`config.mk`:
```
export PLATFORM = sky130hd
export DESIGN_NAME = ede_cell
export DESIGN_NICKNAME = d
export VERILOG_FILES = /design/src/hdl/ede_pkg.sv /design/src/hdl/ede_cell.sv
export SDC_FILE = /design/constraint.sdc
export NUM_CORES = 1
export LEC_CHECK = 0
export BUFFER_PORTS_ARGS = -buffer_cell sky130_fd_sc_hd__buf_2
export CELL_PAD_IN_SITES_DETAIL_PLACEMENT = 0
export CELL_PAD_IN_SITES_GLOBAL_PLACEMENT = 1
export CORE_ASPECT_RATIO = 0.75
export CORE_MARGIN = 2
export CORE_UTILIZATION = 43
export DETAILED_ROUTE_END_ITERATION = 12
export GPL_TIMING_DRIVEN = 0
export PLACE_DENSITY_LB_ADDON = 0.1
export SYNTH_ARGS = -nofsm -noshare
export SYNTH_HDL_FRONTEND = slang
export SYNTH_SLANG_ARGS = --single-unit
```
`constraint.sdc`:
```
create_clock -name i_clk -period 12.8 [get_ports i_clk]
set_input_delay 0.64 -clock i_clk [delete_from_list [all_inputs] [get_ports i_clk]]
set_output_delay 0.64 -clock i_clk [all_outputs]
set_load 0.02 [all_outputs]
```
`src/hdl/ede_pkg.sv`:
```
package ede_pkg;

    // operation codes carried in s_axis_tuser
    localparam logic [1:0] OP_TARGET = 2'd0;
    localparam logic [1:0] OP_SOURCE = 2'd1;
    localparam logic [1:0] OP_END    = 2'd2;

    localparam int SYM_W  = 8;
    localparam int DIST_W = 9;

    // token control that moves down the cell chain with each source or end item
    typedef struct packed {
        logic vld;
        logic last;
    } t_tok;

endpackage

```
`src/hdl/ede_cell.sv`:
```
module ede_cell
    import ede_pkg::*;
#(
    parameter int CW    = 9,
    parameter int INDEX = 1
) (
    input  logic             i_clk,
    input  logic             i_rst_n,
    input  logic             i_wr,
    input  logic [SYM_W-1:0] i_wr_sym,
    input  t_tok             i_tok,
    input  logic [SYM_W-1:0] i_sym,
    input  logic [CW-1:0]    i_left,
    input  logic [CW-1:0]    i_diag,
    output t_tok             o_tok,
    output logic [SYM_W-1:0] o_sym,
    output logic [CW-1:0]    o_left,
    output logic [CW-1:0]    o_diag
);

    logic [SYM_W-1:0] r_tsym;
    logic             r_loaded;
    logic [CW-1:0]    r_val;
    t_tok             r_tok;
    logic [SYM_W-1:0] r_sym;
    logic [CW-1:0]    r_left;
    logic [CW-1:0]    r_diag;

    logic [CW-1:0] n_cost;
    logic [CW-1:0] m_ul;
    logic [CW-1:0] m_all;

    always_comb begin
        m_ul  = (r_val < i_left) ? r_val : i_left;
        m_all = (m_ul < i_diag) ? m_ul : i_diag;
        if (r_tsym == i_sym) begin
            n_cost = i_diag;
        end else begin
            n_cost = m_all + CW'(1);
        end
    end

    always_ff @(posedge i_clk) begin
        if (!i_rst_n) begin
            r_loaded <= 1'b0;
            r_val    <= CW'(INDEX);
            r_tok    <= '0;
        end else begin
            r_tok <= i_tok;
            if (i_wr) begin
                r_loaded <= 1'b1;
            end
            if (i_tok.vld && i_tok.last) begin
                // end token: clear for the next pair
                r_loaded <= 1'b0;
                r_val    <= CW'(INDEX);
            end else if (i_tok.vld && r_loaded) begin
                r_val <= n_cost;
            end
        end
    end

    always_ff @(posedge i_clk) begin
        if (i_wr) begin
            r_tsym <= i_wr_sym;
        end
        r_sym <= i_sym;
        if (!r_loaded) begin
            // unloaded cells pass the boundary value through
            r_left <= i_left;
            r_diag <= i_diag;
        end else if (i_tok.last) begin
            r_left <= r_val;
            r_diag <= r_val;
        end else begin
            r_left <= n_cost;
            r_diag <= r_val;
        end
    end

    assign o_tok  = r_tok;
    assign o_sym  = r_sym;
    assign o_left = r_left;
    assign o_diag = r_diag;

endmodule

```
# == Yosys cells after proc, flatten, opt, wreduce, memory -nomap -nowiden ==
# Cells that the tools add are included.
# word_totals
regBits,46
input_bits,39
output_inout_bits,28
word_cells,22
# classes
n_addsub,1
order_cmp,2
eq_ne,1
muxes,6
bitwise,1
n_reduce_logical,3
# ops
operator,n
2-to-1 mux 9 bit,6
< comparator 9 bit,2
"adder 9 x 1 -> 9 bit, second input constant",1
equality test 8 bit,1
logical AND 1 bit,2
OR reduction 2 bit,1
NOT 1 bit,1

# == Depth between registers and ports, before layout ==
# Gate-level depths: netlist (run 1).
# logic_depth
depth_word,8
ltp_mapped,25
depth_no_buf,23

# == Worst setup path before layout (run 1) ==
# OpenSTA, ideal clock, no wires.
# synth_path
path_kind,input port to flip-flop
startpoint,in i_left[8]
endpoint,reg r_val[8]
setup_time_ns,0.122
t_arrival_ns,4.591
t_required_ns,12.678
slack_ns,8.087
cell_stages,21
n_path_buf,1
cell_sequence,inv_1 ha_1 and4_1 and2_1 a211o_2 mux2_2 ha_1 o21a_1 o21bai_1 o21ai_0 o21bai_1 and2_1 ha_1 buf_6 nand2_1 nor3_1 mux2i_1 xnor2_1 mux2_2 o22ai_2 a21oi_1
# synth_between
elab_chain_cells,6
# synth_lines
element,line,rtl
start: declaration,ede_cell.sv:13,"input logic [CW-1:0] i_left,"
< comparator 9 bit,ede_cell.sv:34,m_ul = (r_val < i_left) ? r_val : i_left;
2-to-1 mux 9 bit (*),ede_cell.sv:34,
< comparator 9 bit,ede_cell.sv:35,m_all = (m_ul < i_diag) ? m_ul : i_diag;
2-to-1 mux 9 bit (*),ede_cell.sv:35,
adder 9 x 1 -> 9 bit (*),ede_cell.sv:39,n_cost = m_all + CW'(1);
2-to-1 mux 9 bit (*),ede_cell.sv:36,if (r_tsym == i_sym) begin
end signal: assignment,ede_cell.sv:46,r_val <= CW'(INDEX);
end signal: assignment,ede_cell.sv:56,r_val <= CW'(INDEX);
end signal: assignment,ede_cell.sv:58,r_val <= n_cost;
end: declaration,ede_cell.sv:23,logic [CW-1:0] r_val;
# Every way passes the cells marked *; elsewhere a longest branch is shown, timed or not.
# A chain may end at the register's enable or synchronous reset.

# == Worst setup path in the final report (run 1) ==
# layout_path
startpoint,in i_left[2]
endpoint,"reg r_left[8], in the netlist o_left[8]"
# layout_between
elab_chain_cells,8
# layout_lines
element,line,rtl
< comparator 9 bit,ede_cell.sv:34,
2-to-1 mux 9 bit (*),ede_cell.sv:34,
< comparator 9 bit,ede_cell.sv:35,
2-to-1 mux 9 bit (*),ede_cell.sv:35,
adder 9 x 1 -> 9 bit (*),ede_cell.sv:39,
2-to-1 mux 9 bit (*),ede_cell.sv:36,
2-to-1 mux 9 bit (*),ede_cell.sv:72,end else if (i_tok.last) begin
2-to-1 mux 9 bit (*),ede_cell.sv:68,if (!r_loaded) begin
end signal: assignment,ede_cell.sv:70,r_left <= i_left;
end signal: assignment,ede_cell.sv:73,r_left <= r_val;
end signal: assignment,ede_cell.sv:76,r_left <= n_cost;
end: declaration,ede_cell.sv:26,logic [CW-1:0] r_left;
# Marked as above.

==> results.cfg, run 1 <==
[status]
status = finished clean

[detailed_routing]
via_per_inst = 5.48
drt_wl_total_um = 7910
ant_nets = 0
drt_pass1_iterations = 4
vias = 2607
wire_per_inst_um = 16.6
drtIter0Drc = 182
drc = 0

[clock_tree]
cts_buffers = 5
htreeDepth = 2
clkLatencyLatePin_ps = 300
hold_buffers = 0
cts_root_buffer = clkbuf_8
cts.sinks = 46
cts_setup_buffers = 0
tritoncts = yes
cts.repair.resized = 0
clkTransAtPathRegs_ps = 90
clk_path_buf_depth = 2

[sta]
rsz0062_at_grt = no
finalHoldViolations = 0
relSlewSlack_pct = 53.7
max_freq_mhz = 185
tightest_slew_ps = 693
tns_ps = 0
finalCriticalPeriod_ps = 5400
hold_ws_ps = 457
final-setup-viol-count = 0
skew_ps = 5.09
worst_slack_ps = 7400
finalCritPeriodShare_pct = 42.2
maxSlewViolCount = 0

[critical_path]
crit_path_max_fanout = 10
worst_r2r_path_depth = 20
startpoint_type = input port
worst_r2r_startpoint = r_val[7]
arrival_ps = 5590
timing.rr.end = o_left[8]
required_ps = 12990
crit_type = input port to flip-flop
regToRegSetupSlack_ps = 7540
end_kind = flip-flop

[global_route]
grt_pass1_vias = 2479
grt_max_degree = 15
grt-ovfl-total = 0
grt_pass1_wl_um = 13100
antenna_found_initial = 0
track_usage_pct = 23.4

[layout]
seqCellArea_mm2 = 0.00100
drive_above_1_share_pct = 24.6
diodes = 0
fill_cells = 661
multi_input_area_mm2 = 0.00161
stdcell_count = 476
post-route-util_pct = 52.5
final_area_mm2 = 0.00328
fin_nets = 450
area_delta_synth_final_pct = 18.6

[floorplanning]
die-area_mm2 = 0.00710
core_area_mm2 = 0.00626
die_h_um = 73.5
num_rows = 25
start_util_pct = 44.3
die_width_um = 96.7
io-pin-count = 67

[min_path]
worst_hold_path.num_cells = 1
min_from = i_sym[4]
min_to = o_sym[4]
worst_hold_path_type = input port to flip-flop

[synth]
synth-async-reset-ratio_pct = 0
synthCells = 321
ys_ff_latch = 46
syn_avg_cell_area_um2 = 8.63
ys_types = 52
syn_nets = 377
seq_area_frac_synth_pct = 36.2
ys_warn_count = 0
netlist_area_mm2 = 0.00277
synth_edf_count = 8
yosys_most_used_dff = dfxtp_1

[job]
cap_viol_max_count = 0

[placed_design]
dp_hpwl_um = 6300
routabilityCongestion = 0.916
io_buffers = 66
dp.cells = 468
pre_cts_ws_ps = 7160
placed_area_mm2 = 0.00320

[power_and_ir_drop]
vdd_drop_max_mv = 0.0507
power_density_mw_per_mm2 = 99.4
leakage_nw = 1.45
total_power_mw = 0.327
-- final cells by class --
cell class,instances,share of cell area (%)
Clock buffer,7,2.32
Buffer,15,2.70
Timing Repair Buffer,66,10.1
Inverter,19,2.17
Clock inverter,1,0.229
Tap cell,81,3.09
Multi-Input combinational cell,241,49.0
Sequential cell,46,30.5
-- placed cells by master, fill, tap and decap left out, types with 2 or more instances in the layout --
cell type / count
nand3_1: 18
dfxtp_1: 38
nand2_1: 47
mux2_4: 3
mux2i_1: 7
clkbuf_1: 9
a31oi_1: 4
buf_6: 3
o211a_1: 2
o21a_1: 8
xnor2_1: 11
and2_1: 7
o21ai_0: 25
buf_2: 68
a211o_2: 2
inv_1: 19
o31ai_1: 4
o21bai_1: 2
a211oi_1: 4
buf_4: 2
clkbuf_8: 5
o21ai_1: 5
mux2_2: 4
xor2_1: 2
nand4_1: 5
a21oi_1: 13
nor2_1: 10
edfxtp_1: 8
and3_1: 2
nor4_1: 3
ha_1: 17
o211ai_1: 8
nor3_1: 8
and4_1: 2
-- worst max-delay path by stage --
stage               startpoint         to  slack (ps)
finish               i_left[2]  o_left[8]        7400
global route         i_left[2]  o_left[8]        7020
CTS                  i_left[2]  o_left[8]        7480
detailed placement   i_left[2]  o_left[8]        7160
global placement     i_left[2]  o_left[8]        7190
floorplan            i_left[8]   r_val[8]        8090
-- cells by family after synthesis --
| family | share of synthesized area, % |
|---|---|
| simple gates | 20.3 |
| compound gates | 20.2 |
| flops | 36.2 |
| buf+inv | 5.78 |
| fa+ha+maj | 7.68 |
| mux | 5.78 |
| xor+xnor | 4.11 |
-- state kept, by name, summed over array words and instances (netlist names) --
name and count:
o_diag 9, o_left 9, r_val 9, o_sym 8, r_tsym 8, o_tok 2
r_loaded 1
-- cells in the mapped netlist (10+ instances only) --
master	n	area share [%]
nand2_1	47	6.4
dfxtp_1	38	27
o21ai_0	25	4.5
inv_1	19	2.6
nand3_1	18	3.3
ha_1	17	7.7
a21oi_1	13	2.3
xnor2_1	11	3.5
nor2_1	10	1.4
-- worst max-delay path, stage by stage --
cell	delay [ps]
buf_2	130
inv_1	90
ha_1	340
a211oi_1	290
nor3b_2	100
a211o_2	380
mux2_2	340
ha_1	310
o21a_1	190
o21bai_1	290
o21ai_0	290
o21bai_1	550
and2_1	260
ha_1	170
buf_6	150
nand2_1	100
nor3_1	150
mux2i_1	110
xnor2_1	150
mux2_2	270
o22ai_2	200
o21ai_1	80
-- routing by layer --
metal	vias up	global-route usage, %	share of wire, %
li1	1303	-	-
met1	1208	35.8	51
met2	89	34.2	41
met3	7	4.47	7.8
met4	0	4.69	0.94
met5	-	0	0
-- power by group --
part	internal [mW]	switching, mW	total (mW)	leakage [nW]
logic	0.0286	0.0470	0.0757	1.01
registers	0.157	0.00357	0.160	0.395
clock network	0.0388	0.0516	0.0904	0.0385
Note: power is estimated with default switching activity, not from simulation.
==> inputs of run 2 (changes only) <==
--- a/config.mk
+++ b/config.mk
@@ -5,12 +5,13 @@
 export SDC_FILE = /design/constraint.sdc
 export NUM_CORES = 1
 export LEC_CHECK = 0
+export ABC_AREA = 1
 export BUFFER_PORTS_ARGS = -buffer_cell sky130_fd_sc_hd__buf_2
 export CELL_PAD_IN_SITES_DETAIL_PLACEMENT = 0
 export CELL_PAD_IN_SITES_GLOBAL_PLACEMENT = 1
 export CORE_ASPECT_RATIO = 0.75
 export CORE_MARGIN = 2
-export CORE_UTILIZATION = 43
+export CORE_UTILIZATION = 38
 export DETAILED_ROUTE_END_ITERATION = 12
 export GPL_TIMING_DRIVEN = 0
 export PLACE_DENSITY_LB_ADDON = 0.1
==> constraint.sdc (replaced) <==
create_clock -name i_clk -period 5.19 [get_ports i_clk]
set_input_delay 0.2595 -clock i_clk [delete_from_list [all_inputs] [get_ports i_clk]]
set_output_delay 0.2595 -clock i_clk [all_outputs]
set_load 0.02 [all_outputs]
==> run 2 against run 1 <==
Effect of this change:
- non-clock buffer count is 8 lower
- hold slack worse by 390 ps
- largest power group unchanged
- clock-buffer cell count is 2 lower
==> results.cfg, run 2 <==
[status]
status = finished clean

[layout]
fin_nets = 476
drive_above_1_share_pct = 25.7
diodes = 0
final_area_mm2 = 0.00314
fill_cells = 707
multi_input_area_mm2 = 0.00138
area_delta_synth_final_pct = 19.8
final_cell_mix = nand2_1, buf_2, inv_1, dfxtp_1, nand3_1
final_common_cell = nand2_1
seqCellArea_mm2 = 0.00100
stdcell_count = 504

[sta]
max_freq_mhz = 248
hold_ws_ps = 68.4
maxSlewViolCount = 0
skew_ps = 8.26
final-setup-viol-count = 0
rsz0062_at_grt = no
finalCritPeriodShare_pct = 77.7
tns_ps = 0
finalCriticalPeriod_ps = 4030
finalHoldViolations = 0
tightest_slew_ps = 671
relSlewSlack_pct = 55.3

[synth]
ys_ff_latch = 46
ys_types = 28
seq_area_frac_synth_pct = 38.2
synth_area_leaders = dfxtp_1, nand2_1, edfxtp_1
syn_nets = 403
netlist_area_mm2 = 0.00262
ys_warn_count = 0
yosysTopAreaCellShare_pct = 29.0
synth_edf_count = 8
synth_most_common_cell = nand2_1
syn_avg_cell_area_um2 = 7.56
yosys.area.top_type = dfxtp_1
synth-async-reset-ratio_pct = 0
yosys-top-cells-count = nand2_1, inv_1, dfxtp_1, nand3_1, o21ai_0
synthCells = 347
yosys_most_used_dff = dfxtp_1

[critical_path]
required_ps = 5390
arrival_ps = 4230
crit_path_max_fanout = 10
crit_type = flip-flop to flip-flop
startpoint_type = flip-flop
end_kind = flip-flop
regToRegSetupSlack_ps = 1160

[floorplanning]
io-pin-count = 67
die_width_um = 99.9
die_h_um = 75.9
start_util_pct = 38.9
core_area_mm2 = 0.00673
die-area_mm2 = 0.00759
num_rows = 26

[global_route]
grt_use_met2_pct = 27.8
use_met1_pct = 30.9
use_met3_pct = 3.23
track_usage_pct = 19.8
grt_pass1_wl_um = 11600
antenna_found_initial = 0
grt-busiest-layer = met1
grt_pass1_vias = 2316
grt_max_degree = 15
grt-ovfl-total = 0

[clock_tree]
hold_buffers = 0
clkLatencyLatePin_ps = 310
clk_path_buf_depth = 2
tritoncts = yes
cts_buffers = 5
clkTransAtPathRegs_ps = 90
htreeDepth = 2
cts.sinks = 46
cts_setup_buffers = 0
cts_root_buffer = clkbuf_8
cts.repair.resized = 0

[detailed_routing]
ant_nets = 0
drt_pass1_iterations = 4
drt_wl_total_um = 7070
drtIter0Drc = 148
via_per_inst = 4.80
vias = 2418
wire_per_inst_um = 14.0
drc = 0

[power_and_ir_drop]
pwr-share-comb_pct = 24.2
power_frac_seq_pct = 48.7
vdd_drop_max_mv = 0.101
power_density_mw_per_mm2 = 260
intPower_mw = 0.549
swShare_pct = 32.7
p_sw_mw = 0.266
clkPwrFrac_pct = 27.1
leakage_nw = 1.60

[min_path]
worst_hold_path_type = input port to flip-flop

[job]
cap_viol_max_count = 0

[placed_design]
placed_area_mm2 = 0.00306
dp_hpwl_um = 5290
io_buffers = 66
dp.cells = 497
routabilityCongestion = 0.850
run 2: cell count changes in the layout (fill, tap and decap cells not counted), moves of 6 or more:
cell	previous run	this run
inv_1	19	52
nand3_1	18	24
nand2_2	1	12
and2_1	7	0
nand2_1	47	94
xnor2_1	11	0
mux2i_1	7	0
xor2_1	2	8
nor3_1	8	1
nand3_2	0	6
a21oi_1	13	22
o21a_1	8	0
run 2: power by group through the flow:
stage	Sequential, mW	Clock [mW]	Combinational [mW]
2_1_floorplan	0.428	0	0.105
3_3_place_gp	0.405	0	0.195
3_5_place_dp	0.406	0	0.196
4_1_cts	0.398	0.231	0.197
5_1_grt	0.400	0.244	0.221
6_report	0.397	0.221	0.197
run 2: path summary, 6_finish.rpt:
| check | startpoint | endpoint | depth (start not counted) |
|---|---|---|---|
| max | r_val[4] | o_left[4] | 23 |
| min | i_sym[0] | o_sym[0] | 1 |
| max reg2reg | r_val[4] | o_left[4] | 23 |
| min reg2reg | r_val[3] | o_diag[3] | 2 |
run 2: cell type report:
cell class	instances	share of cell area (%)
Tap cell	84	3.35
Clock buffer	5	2.19
Multi-Input combinational cell	242	43.8
Clock inverter	2	0.478
Timing Repair Buffer	66	10.5
Inverter	52	6.21
Sequential cell	46	31.9
Buffer	7	1.55
run 2: per-stage QoR:
| stage | power [mW] | util [%] | setup WS (ps) |
|---|---|---|---|
| floorplan | 0.533 | - | 1940 |
| global placement | 0.601 | 45.4 | 1100 |
| finish | 0.816 | 46.7 | 1160 |
| detailed placement | 0.602 | 45.4 | 1100 |
| CTS | 0.825 | 46.7 | 1190 |
| global route | 0.866 | 46.7 | 766 |
run 2: kinds of logic after synthesis:
group           count (synthesis)  share of synthesized area [%]
compound gates                 63                           13.7
xor+xnor                        8                           2.67
flops                          46                           38.2
fa+ha+maj                      17                           8.11
simple gates                  154                           28.1
buf+inv                        59                           9.30
run 2: metal layers:
metal | routed length (µm) | vias up | part of all wire (%)
met4 | 92 | 0 | 1.3
li1 | - | 1265 | -
met1 | 3850 | 1075 | 54
met2 | 2710 | 68 | 38
met5 | 0 | - | 0
met3 | 421 | 10 | 6.0
run 2: critical path: stages, from the launching register on:
cell and delay, ps:
dfxtp_1 340, ha_1 300, a21oi_1 230, nand2_1 90, nand2_1 120, nand3_4 150
buf_6 190, o21ai_0 240, ha_1 300, nand2_1 90, inv_1 40, nand3_1 100
inv_1 60, a21oi_2 460, nand2_4 210, nand2_1 130, nand2_2 70, ha_1 240
nand3_1 160, nand3_1 100, nand3_2 90, o211ai_1 80, nand2_1 80, nand2_1 50
==> inputs of run 3 (changes only) <==
--- a/config.mk
+++ b/config.mk
@@ -5,13 +5,13 @@
 export SDC_FILE = /design/constraint.sdc
 export NUM_CORES = 1
 export LEC_CHECK = 0
-export ABC_AREA = 1
+export ABC_AREA = 0
 export BUFFER_PORTS_ARGS = -buffer_cell sky130_fd_sc_hd__buf_2
 export CELL_PAD_IN_SITES_DETAIL_PLACEMENT = 0
 export CELL_PAD_IN_SITES_GLOBAL_PLACEMENT = 1
 export CORE_ASPECT_RATIO = 0.75
 export CORE_MARGIN = 2
-export CORE_UTILIZATION = 38
+export CORE_UTILIZATION = 40
 export DETAILED_ROUTE_END_ITERATION = 12
 export GPL_TIMING_DRIVEN = 0
 export PLACE_DENSITY_LB_ADDON = 0.1
==> constraint.sdc (replaced) <==
create_clock -name i_clk -period 4.05 [get_ports i_clk]
set_input_delay 0.2025 -clock i_clk [delete_from_list [all_inputs] [get_ports i_clk]]
set_output_delay 0.2025 -clock i_clk [all_outputs]
set_load 0.02 [all_outputs]
==> run 3 against run 2 <==
Effect of this change:
- the flow now finishes with violations (setup timing)
- combinational power rose by 59%
- maximum frequency fell by 7.0%
- non-clock buffer count rose by 34
- critical endpoint is now r_val[8]
- largest cell class unchanged
- highest routed layer unchanged
==> results.cfg, run 3 (synthesis results as in run 1) <==
[status]
status = finished, violations left
violations = setup timing

[floorplanning]
die-area_mm2 = 0.00761
num_rows = 26
core_area_mm2 = 0.00677
io-pin-count = 67
start_util_pct = 40.9
die_h_um = 76.1
die_width_um = 100

[global_route]
track_usage_pct = 24.6
grt_pass1_wl_um = 14500
grt-ovfl-total = 0
grt_max_degree = 15
antenna_found_initial = 0
grt_pass1_vias = 2645

[sta]
finalHoldViolations = 0
tns_ps = -1310
rsz0062_at_grt = yes
hold_ws_ps = 22.0
maxSlewViolCount = 0
max_freq_mhz = 231
worst_slack_ps = -283
tightest_slew_ps = 610
relSlewSlack_pct = 59.3
finalCritPeriodShare_pct = 107
finalCriticalPeriod_ps = 4330
final-setup-viol-count = 8
skew_ps = 8.98

[clock_tree]
cts_buffers = 5
clk_path_buf_depth = 2
tritoncts = yes
cts.sinks = 46
clkTransAtPathRegs_ps = 90
htreeDepth = 2
cts_root_buffer = clkbuf_8
clkLatencyLatePin_ps = 300

[detailed_routing]
drc = 0
vias = 2792
drtIter0Drc = 191
drt_wl_total_um = 9080
drt_pass1_iterations = 4
ant_nets = 0
wire_per_inst_um = 18.0
via_per_inst = 5.53

[critical_path]
end_kind = flip-flop
arrival_ps = 4510
crit_path_max_fanout = 5
required_ps = 4230
crit_type = flip-flop to flip-flop
startpoint_type = flip-flop
regToRegSetupSlack_ps = -280

[power_and_ir_drop]
power_frac_seq_pct = 45.6
pwr-share-comb_pct = 28.4
power_density_mw_per_mm2 = 287
p_sw_mw = 0.358
clkPwrFrac_pct = 26.1
swShare_pct = 32.3
leakage_nw = 1.64
vdd_drop_max_mv = 0.155
intPower_mw = 0.748
total_power_mw = 1.11

[min_path]
worst_hold_path_type = input port to flip-flop

[layout]
diodes = 0
fin_nets = 476
area_delta_synth_final_pct = 39.1
drive_above_1_share_pct = 40.6
final_cell_mix = buf_2, nand2_1, dfxtp_1, buf_4
final_common_cell = buf_2

[placed_design]
routabilityCongestion = 0.874
io_buffers = 66
dp_hpwl_um = 6680
pre_cts_ws_ps = -786

[job]
cap_viol_max_count = 0
## run 3: cell types whose count changed in the layout (fill, tap and decap cells not counted), sizes merged, moves of 6 or more
| cell | change |
|---|---|
| a21oi | -10 |
| and2 | +7 |
| buf | +31 |
| inv | -33 |
| mux2 | +7 |
| mux2i | +7 |
| nand2 | -60 |
| nand3 | -13 |
| nor3 | +7 |
| o21a | +8 |
| xnor2 | +11 |
| xor2 | -6 |
## run 3: worst paths after layout
check,startpoint,end,depth (start not counted)
hold reg to reg,r_val[0],r_val[0],2
hold / removal,i_sym[0],o_sym[0],1
setup / recovery,r_val[5],r_val[8],21
setup reg to reg,r_val[5],r_val[8],21
## run 3: power by group through the flow
| stage | clock, mW | sequential [mW] | combinational [mW] |
|---|---|---|---|
| floorplan | 0 | 0.545 | 0.137 |
| finish | 0.288 | 0.504 | 0.314 |
| global route | 0.309 | 0.507 | 0.338 |
| detailed placement | 0 | 0.519 | 0.257 |
| global placement | 0 | 0.518 | 0.255 |
| CTS | 0.294 | 0.504 | 0.299 |
## run 3: layout make-up
type / instances / area, µm²
Sequential cell: 46 / 1020
Inverter: 19 / 71.3
Fill cell: 623 / 2910
Clock inverter: 1 / 7.51
Buffer: 14 / 83.8
Timing Repair Buffer: 93 / 534
Clock buffer: 7 / 76.3
Multi-Input combinational cell: 241 / 1950
Tap cell: 84 / 105
## run 3: worst max-delay path, cell delays in order (launching register included)
cell,delay (ps)
dfxtp_4,360
ha_4,210
and4_4,200
and2_4,150
a211o_4,380
buf_8,140
mux2_4,320
ha_4,290
nand2_4,60
o211a_4,260
o211ai_1,180
mux2_4,190
and2_4,160
ha_4,170
buf_4,120
nand2_1,40
nor3_1,170
mux2i_1,110
xnor2_1,140
mux2_4,290
o22ai_4,190
a21oi_1,90
## run 3: what timing repair did
| action | CTS | global route |
|---|---|---|
| endpoints found under the hold margin | 0 | 0 |
| setup buffers | 22 | 5 |
| hold buffers | 0 | 0 |
| setup endpoints to repair | 14 | 9 |
| pin swaps | 30 | 10 |
| gates resized for setup | 42 | 6 |
## run 3: metrics by stage
stage | utilization (%) | cells | cell area (µm²)
floorplan | - | 321 | 2930
global placement | 49.7 | 471 | 3360
finish | 56.9 | 505 | 3850
global route | 56.9 | 505 | 3850
detailed placement | 49.7 | 471 | 3360
CTS | 55.9 | 500 | 3780
## run 3: per-layer routing
layer	vias up	wire length, µm	GRT usage (%)
li1	1355	-	-
met1	1325	4390	37.1
met2	108	4000	38.2
met3	4	636	3.12
met4	0	48	3.84
met5	-	0	0
